## src/compressed_line_page_size_binning_macros.svh

```systemverilog
// assertion macros for the line and page size binning block
// expects signals named clock and reset in the scope of each use
`ifndef COMPRESSED_LINE_PAGE_SIZE_BINNING_MACROS_SVH
`define COMPRESSED_LINE_PAGE_SIZE_BINNING_MACROS_SVH
`ifndef SYNTH
`define CPSB_ASSERT(label, prop, msg) \
   label: assert property (@(posedge clock) disable iff (reset) (prop)) else $error(msg);
`define CPSB_ASSERT_NEXT(label, cond, nxt, msg) \
   label: assert property (@(posedge clock) disable iff (reset) (cond) |=> (nxt)) \
      else $error(msg);
`else
`define CPSB_ASSERT(label, prop, msg)
`define CPSB_ASSERT_NEXT(label, cond, nxt, msg)
`endif
`endif

```

## src/cpsb_pkg.sv

```systemverilog
// shared types, constants and classification functions for line/page binning
// no dependencies
`timescale 1ns / 1ps

package cpsb_pkg;

   localparam int LinesPerPageDef = 64;
   localparam int CounterWidthDef = 64;

   localparam int LineClasses  = 4;
   localparam int PageClasses  = 8;
   localparam int LineClassW   = 2;
   localparam int PageClassW   = 3;
   localparam int SizeW        = 10;
   localparam int PageBitsW    = 16;
   localparam int StatIdxW     = 6;
   localparam int StatW        = 64;
   localparam int SumW         = 13;
   localparam int SlotBytesW   = 7;
   localparam int BitsPerByte  = 8;
   localparam int MetaBytes    = 64;
   localparam int PageStepBytes = 512;
   localparam int SlotMaxBytes = 64;

   localparam int RspFifoDepth = 4;
   localparam int RspPtrW      = $clog2(RspFifoDepth);
   localparam int RspCountW    = $clog2(RspFifoDepth + 1);

   // operation codes
   localparam logic OpPush = 1'b0;
   localparam logic OpRead = 1'b1;

   // line slot classes
   localparam logic [LineClassW-1:0] LineClass0  = 2'd0;
   localparam logic [LineClassW-1:0] LineClass8  = 2'd1;
   localparam logic [LineClassW-1:0] LineClass32 = 2'd2;
   localparam logic [LineClassW-1:0] LineClass64 = 2'd3;

   // statistic groups, taken from stat_index[5:3]
   localparam logic [2:0] StatGrpLine      = 3'd0;
   localparam logic [2:0] StatGrpPageCnt   = 3'd1;
   localparam logic [2:0] StatGrpPageBits  = 3'd2;
   localparam logic [2:0] StatGrpPageAlign = 3'd3;

   typedef struct packed {
      logic [LineClassW-1:0] line_class;
      logic                  page_done;
      logic [PageClassW-1:0] page_class;
      logic [PageBitsW-1:0]  page_alloc_bits;
      logic [PageBitsW-1:0]  page_aligned_bits;
      logic [StatW-1:0]      stat_value;
   } rsp_payload_type;

   typedef struct packed {
      logic [RspCountW-1:0] count;
   } fifo_status_type;

   function automatic logic [SlotBytesW-1:0] slot_bytes(input logic [LineClassW-1:0] lc);
      logic [SlotBytesW-1:0] b;
      case (lc)
         LineClass0:  b = 7'd0;
         LineClass8:  b = 7'd8;
         LineClass32: b = 7'd32;
         default:     b = 7'd64;
      endcase
      return b;
   endfunction

   function automatic logic [LineClassW-1:0] line_class_of(input logic is_zero,
                                                           input logic [SizeW-1:0] size);
      logic [LineClassW-1:0] lc;
      if (is_zero || size == '0) begin
         lc = LineClass0;
      end else if (size <= SizeW'(8 * BitsPerByte)) begin
         lc = LineClass8;
      end else if (size <= SizeW'(32 * BitsPerByte)) begin
         lc = LineClass32;
      end else begin
         lc = LineClass64;
      end
      return lc;
   endfunction

   // first 512-byte step strictly above the sum, clamped to the last one
   function automatic logic [PageClassW-1:0] page_class_of(input logic [SumW-1:0] sum);
      logic [SumW-1:0] steps;
      logic [PageClassW-1:0] pc;
      steps = sum / SumW'(PageStepBytes);
      if (steps >= SumW'(PageClasses)) begin
         pc = PageClassW'(PageClasses - 1);
      end else begin
         pc = steps[PageClassW-1:0];
      end
      return pc;
   endfunction

   function automatic logic [PageBitsW-1:0] page_alloc_of(input logic [PageClassW-1:0] pc);
      logic [PageBitsW-1:0] steps;
      steps = PageBitsW'(pc) + PageBitsW'(1);
      return PageBitsW'(steps * PageBitsW'(PageStepBytes * BitsPerByte))
             + PageBitsW'(MetaBytes * BitsPerByte);
   endfunction

endpackage

```

## src/cpsb_rsp_fifo.sv

```systemverilog
// response queue between the counter update stage and the response channel
// depends on cpsb_pkg
`timescale 1ns / 1ps

module cpsb_rsp_fifo (
   input  logic                      clock,
   input  logic                      reset,
   input  logic                      push_valid,
   input  cpsb_pkg::rsp_payload_type push_data,
   output logic                      pop_valid,
   input  logic                      pop_ready,
   output cpsb_pkg::rsp_payload_type pop_data,
   output cpsb_pkg::fifo_status_type status
);

   localparam int Depth  = cpsb_pkg::RspFifoDepth;
   localparam int PtrW   = cpsb_pkg::RspPtrW;
   localparam int CountW = cpsb_pkg::RspCountW;

   cpsb_pkg::rsp_payload_type mem_ff [Depth];
   logic [PtrW-1:0]   wr_ptr_ff, wr_ptr_in;
   logic [PtrW-1:0]   rd_ptr_ff, rd_ptr_in;
   logic [CountW-1:0] count_ff, count_in;
   logic              pop;

   assign pop = pop_valid && pop_ready;

   always_comb begin
      wr_ptr_in = wr_ptr_ff;
      rd_ptr_in = rd_ptr_ff;
      count_in  = count_ff;
      if (push_valid) begin
         wr_ptr_in = (wr_ptr_ff == PtrW'(Depth - 1)) ? '0 : wr_ptr_ff + PtrW'(1);
      end
      if (pop) begin
         rd_ptr_in = (rd_ptr_ff == PtrW'(Depth - 1)) ? '0 : rd_ptr_ff + PtrW'(1);
      end
      if (push_valid && !pop) begin
         count_in = count_ff + CountW'(1);
      end else if (pop && !push_valid) begin
         count_in = count_ff - CountW'(1);
      end
   end

   always_ff @(posedge clock) begin
      if (reset) begin
         wr_ptr_ff <= '0;
         rd_ptr_ff <= '0;
         count_ff  <= '0;
      end else begin
         wr_ptr_ff <= wr_ptr_in;
         rd_ptr_ff <= rd_ptr_in;
         count_ff  <= count_in;
      end
   end

   always_ff @(posedge clock) begin
      if (push_valid) begin
         mem_ff[wr_ptr_ff] <= push_data;
      end
   end

   assign pop_valid    = (count_ff != '0);
   assign pop_data     = mem_ff[rd_ptr_ff];
   assign status.count = count_ff;

endmodule

```

## config.mk

```make
export PLATFORM = sky130hd
export DESIGN_NAME = cpsb_rsp_fifo
export DESIGN_NICKNAME = d
export VERILOG_FILES = /design/src/compressed_line_page_size_binning_macros.svh /design/src/cpsb_pkg.sv /design/src/cpsb_rsp_fifo.sv
export SDC_FILE = /design/constraint.sdc
export NUM_CORES = 1
export LEC_CHECK = 0
export BUFFER_PORTS_ARGS = -buffer_cell sky130_fd_sc_hd__buf_4
export CAP_MARGIN = 20
export CELL_PAD_IN_SITES_DETAIL_PLACEMENT = 0
export CELL_PAD_IN_SITES_GLOBAL_PLACEMENT = 1
export CORE_MARGIN = 4
export CORE_UTILIZATION = 45
export CTS_CLUSTER_DIAMETER = 60
export DETAILED_ROUTE_END_ITERATION = 8
export PLACE_DENSITY = 0.8
export SETUP_SLACK_MARGIN = 0.4
export SYNTH_ARGS = -nofsm -noshare
export SYNTH_HDL_FRONTEND = slang
export SYNTH_SLANG_ARGS = --single-unit
```

## constraint.sdc

```tcl
create_clock -name clock -period 3.82 [get_ports clock]
set_clock_uncertainty 0.05 [all_clocks]
set_input_delay 0.955 -clock clock [delete_from_list [all_inputs] [get_ports clock]]
set_output_delay 0.955 -clock clock [all_outputs]
set_load 0.03 [all_outputs]
```

==> metrics.txt <==
# TYPE chip_impl_metric gauge
chip_impl_metric{name="worst_slew_margin_rel",unit=""} 0.569
chip_impl_metric{name="global_route.usage.total",unit=""} 0.156
chip_impl_metric{name="drive_above_1_share",unit=""} 0.463
chip_impl_metric{name="h-tree-depth",unit=""} 2
chip_impl_metric{name="cap_viol_max_count",unit=""} 0
chip_impl_metric{name="mappedNetlistArea",unit="um2"} 15100
chip_impl_metric{name="reg2regPathDepth",unit=""} 7
chip_impl_metric{name="cp_data_arrival_time",unit="ns"} 2.22
chip_impl_metric{name="post_synth_num_cell_types",unit=""} 18
chip_impl_metric{name="antenna_violations_before_repair",unit=""} 1
chip_impl_info{name="crit_path_end_kind",value="primary output"} 1
chip_impl_info{name="cts_tree",value="done"} 1
chip_impl_metric{name="first_global_vias",unit=""} 7289
chip_impl_metric{name="placer_congestion_estimate",unit=""} 0.702
chip_impl_metric{name="synth.ff_latch_count",unit=""} 417
chip_impl_metric{name="die-height",unit="um"} 191
chip_impl_metric{name="grt_max_degree",unit=""} 61
chip_impl_metric{name="final_antenna_net_count",unit=""} 0
chip_impl_metric{name="io_buffers",unit=""} 211
chip_impl_metric{name="dpl.hpwl",unit="um"} 17600
chip_impl_metric{name="syn_to_final_growth",unit="%"} 23.6
chip_impl_metric{name="report.final.slew_viol_count",unit=""} 0
chip_impl_metric{name="synth_nets",unit=""} 688
chip_impl_metric{name="synth.top_cell.area_share",unit=""} 0.809
chip_impl_metric{name="syn_inst",unit=""} 575
chip_impl_info{name="critical_path_class",value="flop to primary output"} 1
chip_impl_metric{name="initial_core_util",unit=""} 0.461
chip_impl_info{name="outcome",value="finished clean"} 1
chip_impl_info{name="cell_types_occupying_the_most_area_after_synthesis",value="edfxtp_1 81%, mux4_2 15%, dfxtp_1 1.2%, buf_6 0.67%, ha_1 0.50%"} 1
chip_impl_metric{name="critical_path_s_largest_stage_delay",unit="ns"} 0.70
chip_impl_metric{name="timing.final.crit_share",unit=""} 0.844
chip_impl_metric{name="detailedRoute.firstIterationViolations",unit=""} 426
chip_impl_metric{name="grt_remaining_overflow",unit=""} 0
chip_impl_metric{name="detail_route.first_pass.iterations",unit=""} 4
chip_impl_metric{name="routed_wire_length_per_instance",unit="um"} 22.0
chip_impl_metric{name="min_path_cells",unit=""} 2
chip_impl_metric{name="clkSinkCount",unit=""} 417
chip_impl_info{name="crit_top_cell",value="buf_4"} 1
chip_impl_metric{name="route.detailed.drc",unit=""} 0
chip_impl_metric{name="critical_path_peak_fanout",unit=""} 33
chip_impl_info{name="type_of_the_worst_min_delay_path",value="flop to flop"} 1
chip_impl_metric{name="pre_cts_slack",unit="ns"} 1.10
chip_impl_metric{name="die_width",unit="um"} 191
chip_impl_info{name="clockRootBuffer",value="clkbuf_16"} 1
chip_impl_metric{name="timing_hold_violations_final",unit=""} 0
chip_impl_metric{name="clk_latency",unit="ns"} 0.51
chip_impl_info{name="grt_setup_unrepaired",value="false"} 1
chip_impl_metric{name="io-pin-count",unit=""} 212
chip_impl_metric{name="power-per-cell-area",unit="nW/um2"} 649
chip_impl_metric{name="irDropWorstVdd",unit="mV"} 0.493
chip_impl_metric{name="grt_first_pass_wirelength",unit="um"} 43400
chip_impl_metric{name="number_of_warnings_printed_during_yosys_synthesis",unit=""} 0
chip_impl_info{name="synth_top_area_cell",value="edfxtp_1"} 1
chip_impl_metric{name="num_antenna_cells",unit=""} 0
chip_impl_metric{name="max_freq",unit="GHz"} 0.310
chip_impl_metric{name="layout.core_utilization",unit=""} 0.569
chip_impl_metric{name="synth.yosys.seq_area_share",unit=""} 0.821
chip_impl_metric{name="fin_nets",unit=""} 937
chip_impl_info{name="launching_element_type_of_the_critical_path",value="flop"} 1
chip_impl_metric{name="postCtsHoldBufs",unit=""} 0
chip_impl_metric{name="worstMarginPinSlew",unit="ns"} 0.647
chip_impl_metric{name="vias",unit=""} 6713
chip_impl_metric{name="fp.dieArea",unit="um2"} 36700
chip_impl_metric{name="cts_resized",unit=""} 0
chip_impl_metric{name="power.leakage",unit="nW"} 6.30
chip_impl_metric{name="cts.clk_slew.worst_paths",unit="ns"} 0.06
chip_impl_metric{name="cts.repair_timing.setup_buffer_count",unit=""} 0
chip_impl_metric{name="num_rows",unit=""} 66
chip_impl_metric{name="routed_wl",unit="um"} 28500
chip_impl_metric{name="clk_path_buf_depth",unit=""} 3
chip_impl_metric{name="final_std_cell_area_no_fill",unit="um2"} 18700
chip_impl_metric{name="route.detailed.vias_per_inst",unit=""} 5.17
chip_impl_metric{name="period_minus_slack",unit="ns"} 3.22
chip_impl_info{name="critical_path.cell_chain",value="buf_4, mux4_2, buf_4"} 1
chip_impl_metric{name="cts_inserted_buffers",unit=""} 42
chip_impl_metric{name="cp.required",unit="ns"} 2.81
chip_impl_metric{name="standard_cell_area_after_detailed_placement",unit="um2"} 17400
chip_impl_metric{name="finalSetupViolations",unit=""} 0
chip_impl_metric{name="postSynthAreaPerCell",unit="um2"} 26.3
chip_impl_metric{name="timing.setup.tns",unit="ns"} 0
chip_impl_metric{name="placeableCoreArea",unit="um2"} 32900
chip_impl_metric{name="final_critical_path_setup_slack",unit="ns"} 0.595
chip_impl_info{name="worst_path_max_delay_cell",value="dfxtp_4"} 1
-- logic make-up (layout without fill, tap and decap cells) --
logic type,Yosys count,in the layout,synth area share
flops,417,417,0.821
mux,106,106,0.154
buf+inv,25,307,0.0115
simple gates,14,14,0.00462
fa+ha+maj,7,7,0.00628
compound gates,4,4,0.00149
xor+xnor,2,2,0.00116
-- cells in the mapped netlist --
master	n
ha_1	6
mux4_2	102
fa_1	1
buf_6	9
or3_1	3
clkbuf_1	3
nor2_1	6
and2_1	4
mux2i_1	4
dfxtp_1	9
o31ai_1	1
inv_1	3
nand2_1	1
buf_2	10
a21oi_1	2
o21ai_0	1
edfxtp_1	408
xor2_1	2
-- cell type report --
| class | instances | area (um2) |
|---|---|---|
| Fill cell | 2446 | 14100 |
| Sequential cell | 417 | 12400 |
| Multi-Input combinational cell | 133 | 2550 |
| Timing Repair Buffer | 227 | 1800 |
| Clock buffer | 52 | 1150 |
| Tap cell | 442 | 553 |
| Clock inverter | 25 | 204 |
| Inverter | 3 | 11.3 |
-- placed cells by master (no fill, tap or decap), drive strengths merged, types with 4 or more instances in the layout --
master	n
edfxtp	408
dfxtp	9
buf	227
inv	5
ha	6
mux4	102
clkinv	19
mux2i	4
and2	4
clkbuf	52
nor2	6
-- worst paths after layout --
path | start | end | slack (ns)
worst max-delay path | flop | pop_data[11] | 0.60
worst min-delay path | rd_ptr_ff[0] | flop | 0.44
worst max register to register | status[0] | status[2] | 1.50
worst min register to register | rd_ptr_ff[0] | flop | 0.44
-- where the power goes --
| group | leakage (nW) | switching, mW | internal [mW] |
|---|---|---|---|
| clock | 0.670 | 1.60 | 2.35 |
| sequential | 3.82 | 0.0927 | 5.26 |
| combinational | 1.80 | 1.61 | 1.23 |
-- through the flow --
| step | power, mW | std cells | hold slack (ns) |
|---|---|---|---|
| 3_5_place_dp | 8.36 | 1222 | 0.426 |
| 4_1_cts | 12.3 | 1299 | 0.437 |
| 6_report | 12.2 | 1299 | 0.435 |
| 5_1_grt | 12.7 | 1299 | 0.473 |
| 2_1_floorplan | 7.37 | 575 | 0.406 |
| 3_3_place_gp | 8.33 | 1222 | 0.427 |
-- per-layer routing --
layer	wire (um)	global-route usage	share of wire	vias up
met2	14200	0.257	0.50	196
li1	-	-	-	2984
met3	2420	0.0524	0.085	43
met4	533	0.0401	0.019	2
met5	13	0	0.00046	-
met1	11400	0.203	0.40	3488
-- registers in the layout (all words and copies together), names as in the netlist, named ones only --
name and flops:
status 3, mem_ff 408, rd_ptr_ff 2, wr_ptr_ff 2
-- worst max-delay path, delay by kind of cell, from the launching register on --
kind | cells | cell delay (ns)
buffers and inverters | 2 | 0.58
multiplexers | 1 | 0.38
flip-flops | 1 | 0.70
No activity file was read; power rests on OpenSTA's default activity.
