===== config.mk =====
export PLATFORM = sky130hd
export DESIGN_NAME = cpsb_ram
export DESIGN_NICKNAME = d
export VERILOG_FILES = /design/src/compressed_line_page_size_binning_macros.svh /design/src/cpsb_pkg.sv /design/src/cpsb_ram.sv
export SDC_FILE = /design/constraint.sdc
export NUM_CORES = 1
export LEC_CHECK = 0
export BUFFER_PORTS_ARGS = -buffer_cell sky130_fd_sc_hd__buf_2
export CAP_MARGIN = 20
export CORE_AREA = 10 10 157 159
export CTS_CLUSTER_DIAMETER = 150
export DETAILED_ROUTE_END_ITERATION = 6
export DIE_AREA = 0 0 167 169
export GPL_TIMING_DRIVEN = 0
export PLACE_DENSITY_LB_ADDON = 0.2
export SLEW_MARGIN = 10
export SYNTH_ARGS = -nofsm -noshare
export SYNTH_HDL_FRONTEND = slang
export SYNTH_SLANG_ARGS = --single-unit

===== constraint.sdc =====
create_clock -name clock -period 6.94 [get_ports clock]
set_input_delay 1.041 -clock clock [delete_from_list [all_inputs] [get_ports clock]]
set_output_delay 1.041 -clock clock [all_outputs]
set_load 0.05 [all_outputs]

===== src/compressed_line_page_size_binning_macros.svh =====
// assertion macros for the line and page size binning block
// expects signals named clock and reset in the scope of each use
`ifndef COMPRESSED_LINE_PAGE_SIZE_BINNING_MACROS_SVH
`define COMPRESSED_LINE_PAGE_SIZE_BINNING_MACROS_SVH
`ifndef SYNTH
`define CPSB_ASSERT(label, prop, msg) \
   label: assert property (@(posedge clock) disable iff (reset) (prop)) else $error(msg);
`define CPSB_ASSERT_NEXT(label, cond, nxt, msg) \
   label: assert property (@(posedge clock) disable iff (reset) (cond) |=> (nxt)) \
      else $error(msg);
`else
`define CPSB_ASSERT(label, prop, msg)
`define CPSB_ASSERT_NEXT(label, cond, nxt, msg)
`endif
`endif


===== src/cpsb_pkg.sv =====
// shared types, constants and classification functions for line/page binning
// no dependencies
`timescale 1ns / 1ps

package cpsb_pkg;

   localparam int LinesPerPageDef = 64;
   localparam int CounterWidthDef = 64;

   localparam int LineClasses  = 4;
   localparam int PageClasses  = 8;
   localparam int LineClassW   = 2;
   localparam int PageClassW   = 3;
   localparam int SizeW        = 10;
   localparam int PageBitsW    = 16;
   localparam int StatIdxW     = 6;
   localparam int StatW        = 64;
   localparam int SumW         = 13;
   localparam int SlotBytesW   = 7;
   localparam int BitsPerByte  = 8;
   localparam int MetaBytes    = 64;
   localparam int PageStepBytes = 512;
   localparam int SlotMaxBytes = 64;

   localparam int RspFifoDepth = 4;
   localparam int RspPtrW      = $clog2(RspFifoDepth);
   localparam int RspCountW    = $clog2(RspFifoDepth + 1);

   // operation codes
   localparam logic OpPush = 1'b0;
   localparam logic OpRead = 1'b1;

   // line slot classes
   localparam logic [LineClassW-1:0] LineClass0  = 2'd0;
   localparam logic [LineClassW-1:0] LineClass8  = 2'd1;
   localparam logic [LineClassW-1:0] LineClass32 = 2'd2;
   localparam logic [LineClassW-1:0] LineClass64 = 2'd3;

   // statistic groups, taken from stat_index[5:3]
   localparam logic [2:0] StatGrpLine      = 3'd0;
   localparam logic [2:0] StatGrpPageCnt   = 3'd1;
   localparam logic [2:0] StatGrpPageBits  = 3'd2;
   localparam logic [2:0] StatGrpPageAlign = 3'd3;

   typedef struct packed {
      logic [LineClassW-1:0] line_class;
      logic                  page_done;
      logic [PageClassW-1:0] page_class;
      logic [PageBitsW-1:0]  page_alloc_bits;
      logic [PageBitsW-1:0]  page_aligned_bits;
      logic [StatW-1:0]      stat_value;
   } rsp_payload_type;

   typedef struct packed {
      logic [RspCountW-1:0] count;
   } fifo_status_type;

   function automatic logic [SlotBytesW-1:0] slot_bytes(input logic [LineClassW-1:0] lc);
      logic [SlotBytesW-1:0] b;
      case (lc)
         LineClass0:  b = 7'd0;
         LineClass8:  b = 7'd8;
         LineClass32: b = 7'd32;
         default:     b = 7'd64;
      endcase
      return b;
   endfunction

   function automatic logic [LineClassW-1:0] line_class_of(input logic is_zero,
                                                           input logic [SizeW-1:0] size);
      logic [LineClassW-1:0] lc;
      if (is_zero || size == '0) begin
         lc = LineClass0;
      end else if (size <= SizeW'(8 * BitsPerByte)) begin
         lc = LineClass8;
      end else if (size <= SizeW'(32 * BitsPerByte)) begin
         lc = LineClass32;
      end else begin
         lc = LineClass64;
      end
      return lc;
   endfunction

   // first 512-byte step strictly above the sum, clamped to the last one
   function automatic logic [PageClassW-1:0] page_class_of(input logic [SumW-1:0] sum);
      logic [SumW-1:0] steps;
      logic [PageClassW-1:0] pc;
      steps = sum / SumW'(PageStepBytes);
      if (steps >= SumW'(PageClasses)) begin
         pc = PageClassW'(PageClasses - 1);
      end else begin
         pc = steps[PageClassW-1:0];
      end
      return pc;
   endfunction

   function automatic logic [PageBitsW-1:0] page_alloc_of(input logic [PageClassW-1:0] pc);
      logic [PageBitsW-1:0] steps;
      steps = PageBitsW'(pc) + PageBitsW'(1);
      return PageBitsW'(steps * PageBitsW'(PageStepBytes * BitsPerByte))
             + PageBitsW'(MetaBytes * BitsPerByte);
   endfunction

endpackage


===== src/cpsb_ram.sv =====
// generic single write port, single read port ram with registered read
// depends on cpsb_pkg for default sizes
`timescale 1ns / 1ps

module cpsb_ram #(
   parameter int Width = cpsb_pkg::CounterWidthDef,
   parameter int Depth = cpsb_pkg::LineClasses
) (
   input  logic                     clock,
   input  logic                     wr_en,
   input  logic [$clog2(Depth)-1:0] wr_addr,
   input  logic [Width-1:0]         wr_data,
   input  logic [$clog2(Depth)-1:0] rd_addr,
   output logic [Width-1:0]         rd_data
);

   logic [Width-1:0] mem_ff [Depth];
   logic [Width-1:0] rd_data_ff;

   // read returns the old word when the same entry is written in that cycle
   always_ff @(posedge clock) begin
      if (wr_en) begin
         mem_ff[wr_addr] <= wr_data;
      end
      rd_data_ff <= mem_ff[rd_addr];
   end

   assign rd_data = rd_data_ff;

endmodule


==> flow_metrics.py, run 1 <==
metrics = {
    "yosys": {
        "synthCells": 402,
        "seq_area_frac_synth_pct": 84.4,
        "synth_area_um2": 10600,
        "synth_nets": 472,
        "synth_area_leaders": "edfxtp_1 72%, mux4_2 13%, dfxtp_1 12%",
        "yosys_warnings": 0,
        "synth_area_leader_cell": "edfxtp_1",
        "synthDistinctLibCells": 11,
        "ys_ff_latch": 320,
        "synth_top_cell_area_share_pct": 72.4,
        "postSynthAreaPerCell_um2": 26.4,
    },
    "setup_path": {
        "arrival_ns": 1.17,
        "cp.required_ns": 5.90,
        "crit_chain": "buf_2",
        "r2r_start": "mem_ff[1][2]$_DFFE_PP_",
        "crit_family": "flip-flops",
        "reg2reg_slack_ns": 5.93,
        "r2r-end": "rd_data[2]$_DFF_P_",
        "startpoint_type": "register",
        "max_stage_delay_ns": 0.36,
        "rr_worst_depth": 1,
        "path_max_fanout": 1,
        "worst_setup_path_end_kind": "primary output",
        "crit_type": "register to primary output",
        "critPathBufInv": 1,
        "cpMaxStageDelayCell": "dfxtp_1",
    },
    "sta": {
        "finalClockSkew_ns": 0.0166,
        "finalSetupViolCount": 0,
        "setup_tns_ns": 0,
        "period_share_pct": 31.9,
        "fin_crit_ns": 2.21,
        "fmax_ghz": 0.452,
        "rsz0062_at_grt": "false",
        "final_hold_viol_count": 0,
        "layout_setup_ws_ns": 4.73,
        "whs_ns": 0.545,
        "finalMaxSlewViolations": 0,
        "tightest_slew_ns": 0.596,
        "relSlewSlack_pct": 60.3,
    },
    "detailed_routing": {
        "routed-wl-met3_mm": 1.34,
        "highest_layer": "met5",
        "drtAntennaViolNets": 0,
        "drt-pass1-iter-count": 6,
        "avgViaCountPerCell": 5.15,
        "drt-total-wl_mm": 18.3,
        "wl_met1_mm": 7.85,
        "dr_wl_met2_mm": 8.75,
        "avgRoutedWirePerCell_um": 20.8,
        "via_count": 4543,
        "drc": 0,
        "drtIter0Drc": 213,
    },
    "clock_tree": {
        "post_cts_resize_count": 0,
        "cts_buffers": 31,
        "htreeDepth": 1,
        "root_buffer": "clkbuf_16",
        "clkTransAtPathRegs_ns": 0.06,
        "clk_latency_ns": 0.54,
        "cts.sinks": 320,
        "post-cts-setup-buffer-count": 0,
        "cts_hold_buf": 0,
        "cts_tree": "done",
        "clock_path_buffers": 3,
    },
    "placed_design": {
        "gp_congestion": 0.703,
        "dp_slack_ns": 4.30,
        "placed_cell_area_um2": 11800,
        "hpwlAfterDp_mm": 11.3,
        "portBuffers": 131,
    },
    "floorplan": {
        "start_util_pct": 49.3,
        "io_pins": 134,
        "die_y_um": 169,
        "die_width_um": 167,
        "num_rows": 54,
        "core_area_um2": 21600,
        "fp.dieArea_um2": 28200,
    },
    "grt": {
        "antenna_found_initial": 4,
        "grt_first_pass_wirelength_mm": 28.6,
        "grt_max_degree": 41,
        "grt_pass1_vias": 5129,
        "grt_overflow_total": 0,
        "grtUsageTotal_pct": 12.7,
    },
    "pwr": {
        "power_mw": 4.36,
        "ir_drop_mv": 0.285,
        "p_leak_nw": 4.57,
        "p_per_area_nw_per_um2": 337,
    },
    "final_layout": {
        "drive_gt1_share_pct": 45.1,
        "final_nets": 647,
        "register_area_um2": 8970,
        "area_growth_pct": 21.6,
        "multi_input_area_um2": 1510,
        "n_fill_cell": 1507,
        "final_area_um2": 12900,
    },
    "hold_path": {
        "hold_path_end": "rd_data[1]$_DFF_P_",
        "whs_path_depth": 1,
        "hp-class": "register to register",
        "min_from": "mem_ff[3][1]$_DFFE_PP_",
    },
    "job": {
        "drv_cap": 0,
    },
    "outcome": {
        "status": "completed",
    },
}
## report_power, final
part	internal [mW]	total (mW)	switching [mW]
Sequential	2.19	2.21	0.0265
Clock	1.15	1.81	0.664
Combinational	0.108	0.331	0.223
## cells in the mapped netlist
cell	count
mux4_2	60
dfxtp_1	64
and3b_1	2
mux4_1	4
buf_12	6
nor3b_1	1
buf_6	1
and3_1	1
buf_2	6
edfxtp_1	256
clkbuf_2	1
## cell type report
type / count / share of cell area (%)
antenna: 1 / 0.0194
buffer: 14 / 1.29
clock buffer: 40 / 6.50
clock inverter: 17 / 2.24
multi-input combinational: 68 / 11.7
sequential: 320 / 69.4
tap: 280 / 2.71
timing repair buffer: 142 / 6.18
## sequential cells by signal (all words and copies together) (netlist names)
register / count
mem_ff: 256
rd_data: 64
## worst max-delay path by stage
stage,from,endpoint,slack [ns],depth (start not counted)
after global routing,rd_data[38]$_DFF_P_,rd_data[38],4.70,1
final,rd_data[38]$_DFF_P_,rd_data[38],4.73,1
after detailed placement,wr_addr[1],mem_ff[0][28]$_DFFE_PP_,4.30,5
after CTS,rd_data[38]$_DFF_P_,rd_data[38],4.70,1
after floorplan,wr_addr[1],mem_ff[0][0]$_DFFE_PP_,0.62,1
after global placement,wr_addr[0],mem_ff[0][31]$_DFFE_PP_,-3.56,2
## metrics by stage
stage,utilization (%),std cells
6_report,59.9,882
5_1_grt,59.9,881
4_1_cts,59.9,881
3_5_place_dp,54.7,824
3_3_place_gp,54.0,813
2_1_floorplan,-,402
## layout by cell type, fill, tap and decap left out
cell	n
buf_2	137
diode_2	1
buf_12	7
clkbuf_1	6
mux4_2	60
buf_6	3
clkbuf_2	1
buf_4	6
edfxtp_1	256
clkinv_4	1
and3_4	1
bufinv_16	8
nor3b_2	1
mux4_1	4
clkinv_2	8
and3b_4	2
buf_16	2
dfxtp_1	64
clkbuf_8	3
clkbuf_16	31
## cell families (layout without fill, tap and decap cells)
kind of cell	after synthesis	after routing	share of synthesized area [%]
buffers and inverters	14	213	1.57
flip-flops	320	320	84.4
multiplexers	64	64	13.7
other	0	1	0
AND/OR/NAND/NOR	4	4	0.295
## layer usage
metal | global-route usage (%) | up-vias
met3 | 4.19 | 40
met2 | 20.6 | 142
li1 | - | 2041
met4 | 3.13 | 6
met5 | 0 | -
met1 | 16.3 | 2314
(Power assumes the default switching activity.)
==> inputs of run 2 (changes only) <==
==> constraint.sdc (replaced) <==
create_clock -name clock -period 2.13 [get_ports clock]
set_input_delay 0.3195 -clock clock [delete_from_list [all_inputs] [get_ports clock]]
set_output_delay 0.3195 -clock clock [all_outputs]
set_load 0.05 [all_outputs]
==> flow_metrics.py, run 2 (same netlist as run 1, synthesis figures left out) <==
metrics = {
    "outcome": {
        "status": "completed",
    },
    "floorplan": {
        "io_pins": 134,
        "fp.dieArea_um2": 28200,
        "core_area_um2": 21600,
        "die_width_um": 167,
        "num_rows": 54,
        "die_y_um": 169,
        "start_util_pct": 49.3,
    },
    "setup_path": {
        "startpoint_type": "register",
        "cpMaxStageDelayCell": "dfxtp_1",
        "cp.required_ns": 1.81,
        "crit_type": "register to primary output",
        "max_stage_delay_ns": 0.37,
        "arrival_ns": 1.19,
        "path_max_fanout": 1,
        "crit_family": "flip-flops",
        "critPathBufInv": 1,
        "worst_setup_path_end_kind": "primary output",
        "crit_chain": "buf_2",
    },
    "clock_tree": {
        "clock_path_buffers": 3,
        "cts_buffers": 31,
        "post-cts-setup-buffer-count": 0,
        "clkTransAtPathRegs_ns": 0.06,
        "clk_latency_ns": 0.54,
        "cts.sinks": 320,
        "cts_tree": "done",
        "htreeDepth": 1,
        "root_buffer": "clkbuf_16",
    },
    "detailed_routing": {
        "via_count": 4816,
        "drt-total-wl_mm": 19.3,
        "drc": 0,
        "avgViaCountPerCell": 5.11,
        "drtIter0Drc": 251,
        "drt-pass1-iter-count": 7,
        "avgRoutedWirePerCell_um": 20.4,
        "drtAntennaViolNets": 0,
    },
    "grt": {
        "grt_pass1_vias": 5280,
        "grt_max_degree": 43,
        "grtUsageTotal_pct": 13.2,
        "grt_first_pass_wirelength_mm": 29.6,
        "grt_overflow_total": 0,
        "antenna_found_initial": 0,
    },
    "pwr": {
        "ir_drop_mv": 0.596,
        "p_leak_nw": 4.81,
        "p_per_area_nw_per_um2": 1040,
        "power_mw": 14.0,
    },
    "sta": {
        "finalMaxSlewViolations": 0,
        "finalSetupViolCount": 0,
        "fmax_ghz": 0.664,
        "relSlewSlack_pct": 54.6,
        "finalClockSkew_ns": 0.00635,
        "period_share_pct": 70.7,
        "tightest_slew_ns": 0.680,
        "final_hold_viol_count": 0,
        "fin_crit_ns": 1.51,
        "rsz0062_at_grt": "false",
        "setup_tns_ns": 0,
    },
    "final_layout": {
        "final_common_cell": "edfxtp_1",
        "area_growth_pct": 27.5,
        "diodes": 0,
        "final_core_util_pct": 62.9,
        "final_nets": 708,
        "regMostFlops": "mem_ff",
        "final_cell_mix": "256 x edfxtp_1, 137 x buf_2, 64 x dlygate4sd3_1, 64 x dfxtp_1, 60 x mux4_2",
        "largest_register_ffs": 256,
        "drive_gt1_share_pct": 40.2,
    },
    "job": {
        "drv_cap": 0,
    },
    "placed_design": {
        "hpwlAfterDp_mm": 11.5,
        "gp_congestion": 0.698,
        "portBuffers": 131,
    },
    "hold_path": {
        "hp-class": "primary input to register",
    },
}
run 2: timing repair:
item / CTS / global route
resized for setup: 0 / 0
hold buffers: 64 / 0
hold endpoints to repair: 256 / 0
run 2: layout make-up:
| type | instances | area, um^2 |
|---|---|---|
| Timing Repair Buffer | 203 | 1470 |
| Buffer | 14 | 166 |
| Tap cell | 280 | 350 |
| Sequential cell | 320 | 8970 |
| Clock buffer | 44 | 875 |
| Clock inverter | 13 | 204 |
| Multi-Input combinational cell | 68 | 1510 |
| Fill cell | 1502 | 8010 |
run 2: through the flow:
stage	worst slack (ns)	cell area (um^2)	std cells	hold WS, ns
2_1_floorplan	-0.281	10600	402	0.418
3_3_place_gp	-1.78	11600	813	0.524
3_5_place_dp	0.270	11800	821	0.532
4_1_cts	0.598	13500	942	0.187
5_1_grt	0.578	13500	942	0.197
6_report	0.624	13500	942	0.203
run 2: routing by layer:
layer | GRT usage [%] | vias to the layer above | wire length, um
met2 | 23.8 | 124 | 10200
li1 | - | 2164 | -
met5 | 0 | - | 0
met1 | 15.4 | 2502 | 7740
met3 | 3.06 | 26 | 1010
met4 | 3.93 | 0 | 300
run 2: worst paths after layout:
kind / from / end / slack, ns / cells after the start
max: rd_data[19]$_DFF_P_ / rd_data[19] / 0.62 / 1
min: wr_addr[1] / mem_ff[0][25]$_DFFE_PP_ / 0.20 / 2
max reg2reg: mem_ff[1][25]$_DFFE_PP_ / rd_data[25]$_DFF_P_ / 1.11 / 1
min reg2reg: mem_ff[3][63]$_DFFE_PP_ / rd_data[63]$_DFF_P_ / 0.54 / 1
run 2: power breakdown:
part           internal, mW  total (mW)  switching (mW)  leakage, nW
Combinational         0.434        1.19           0.752         1.39
Clock                  3.46        5.64            2.18        0.523
Sequential             7.13        7.22          0.0909         2.89
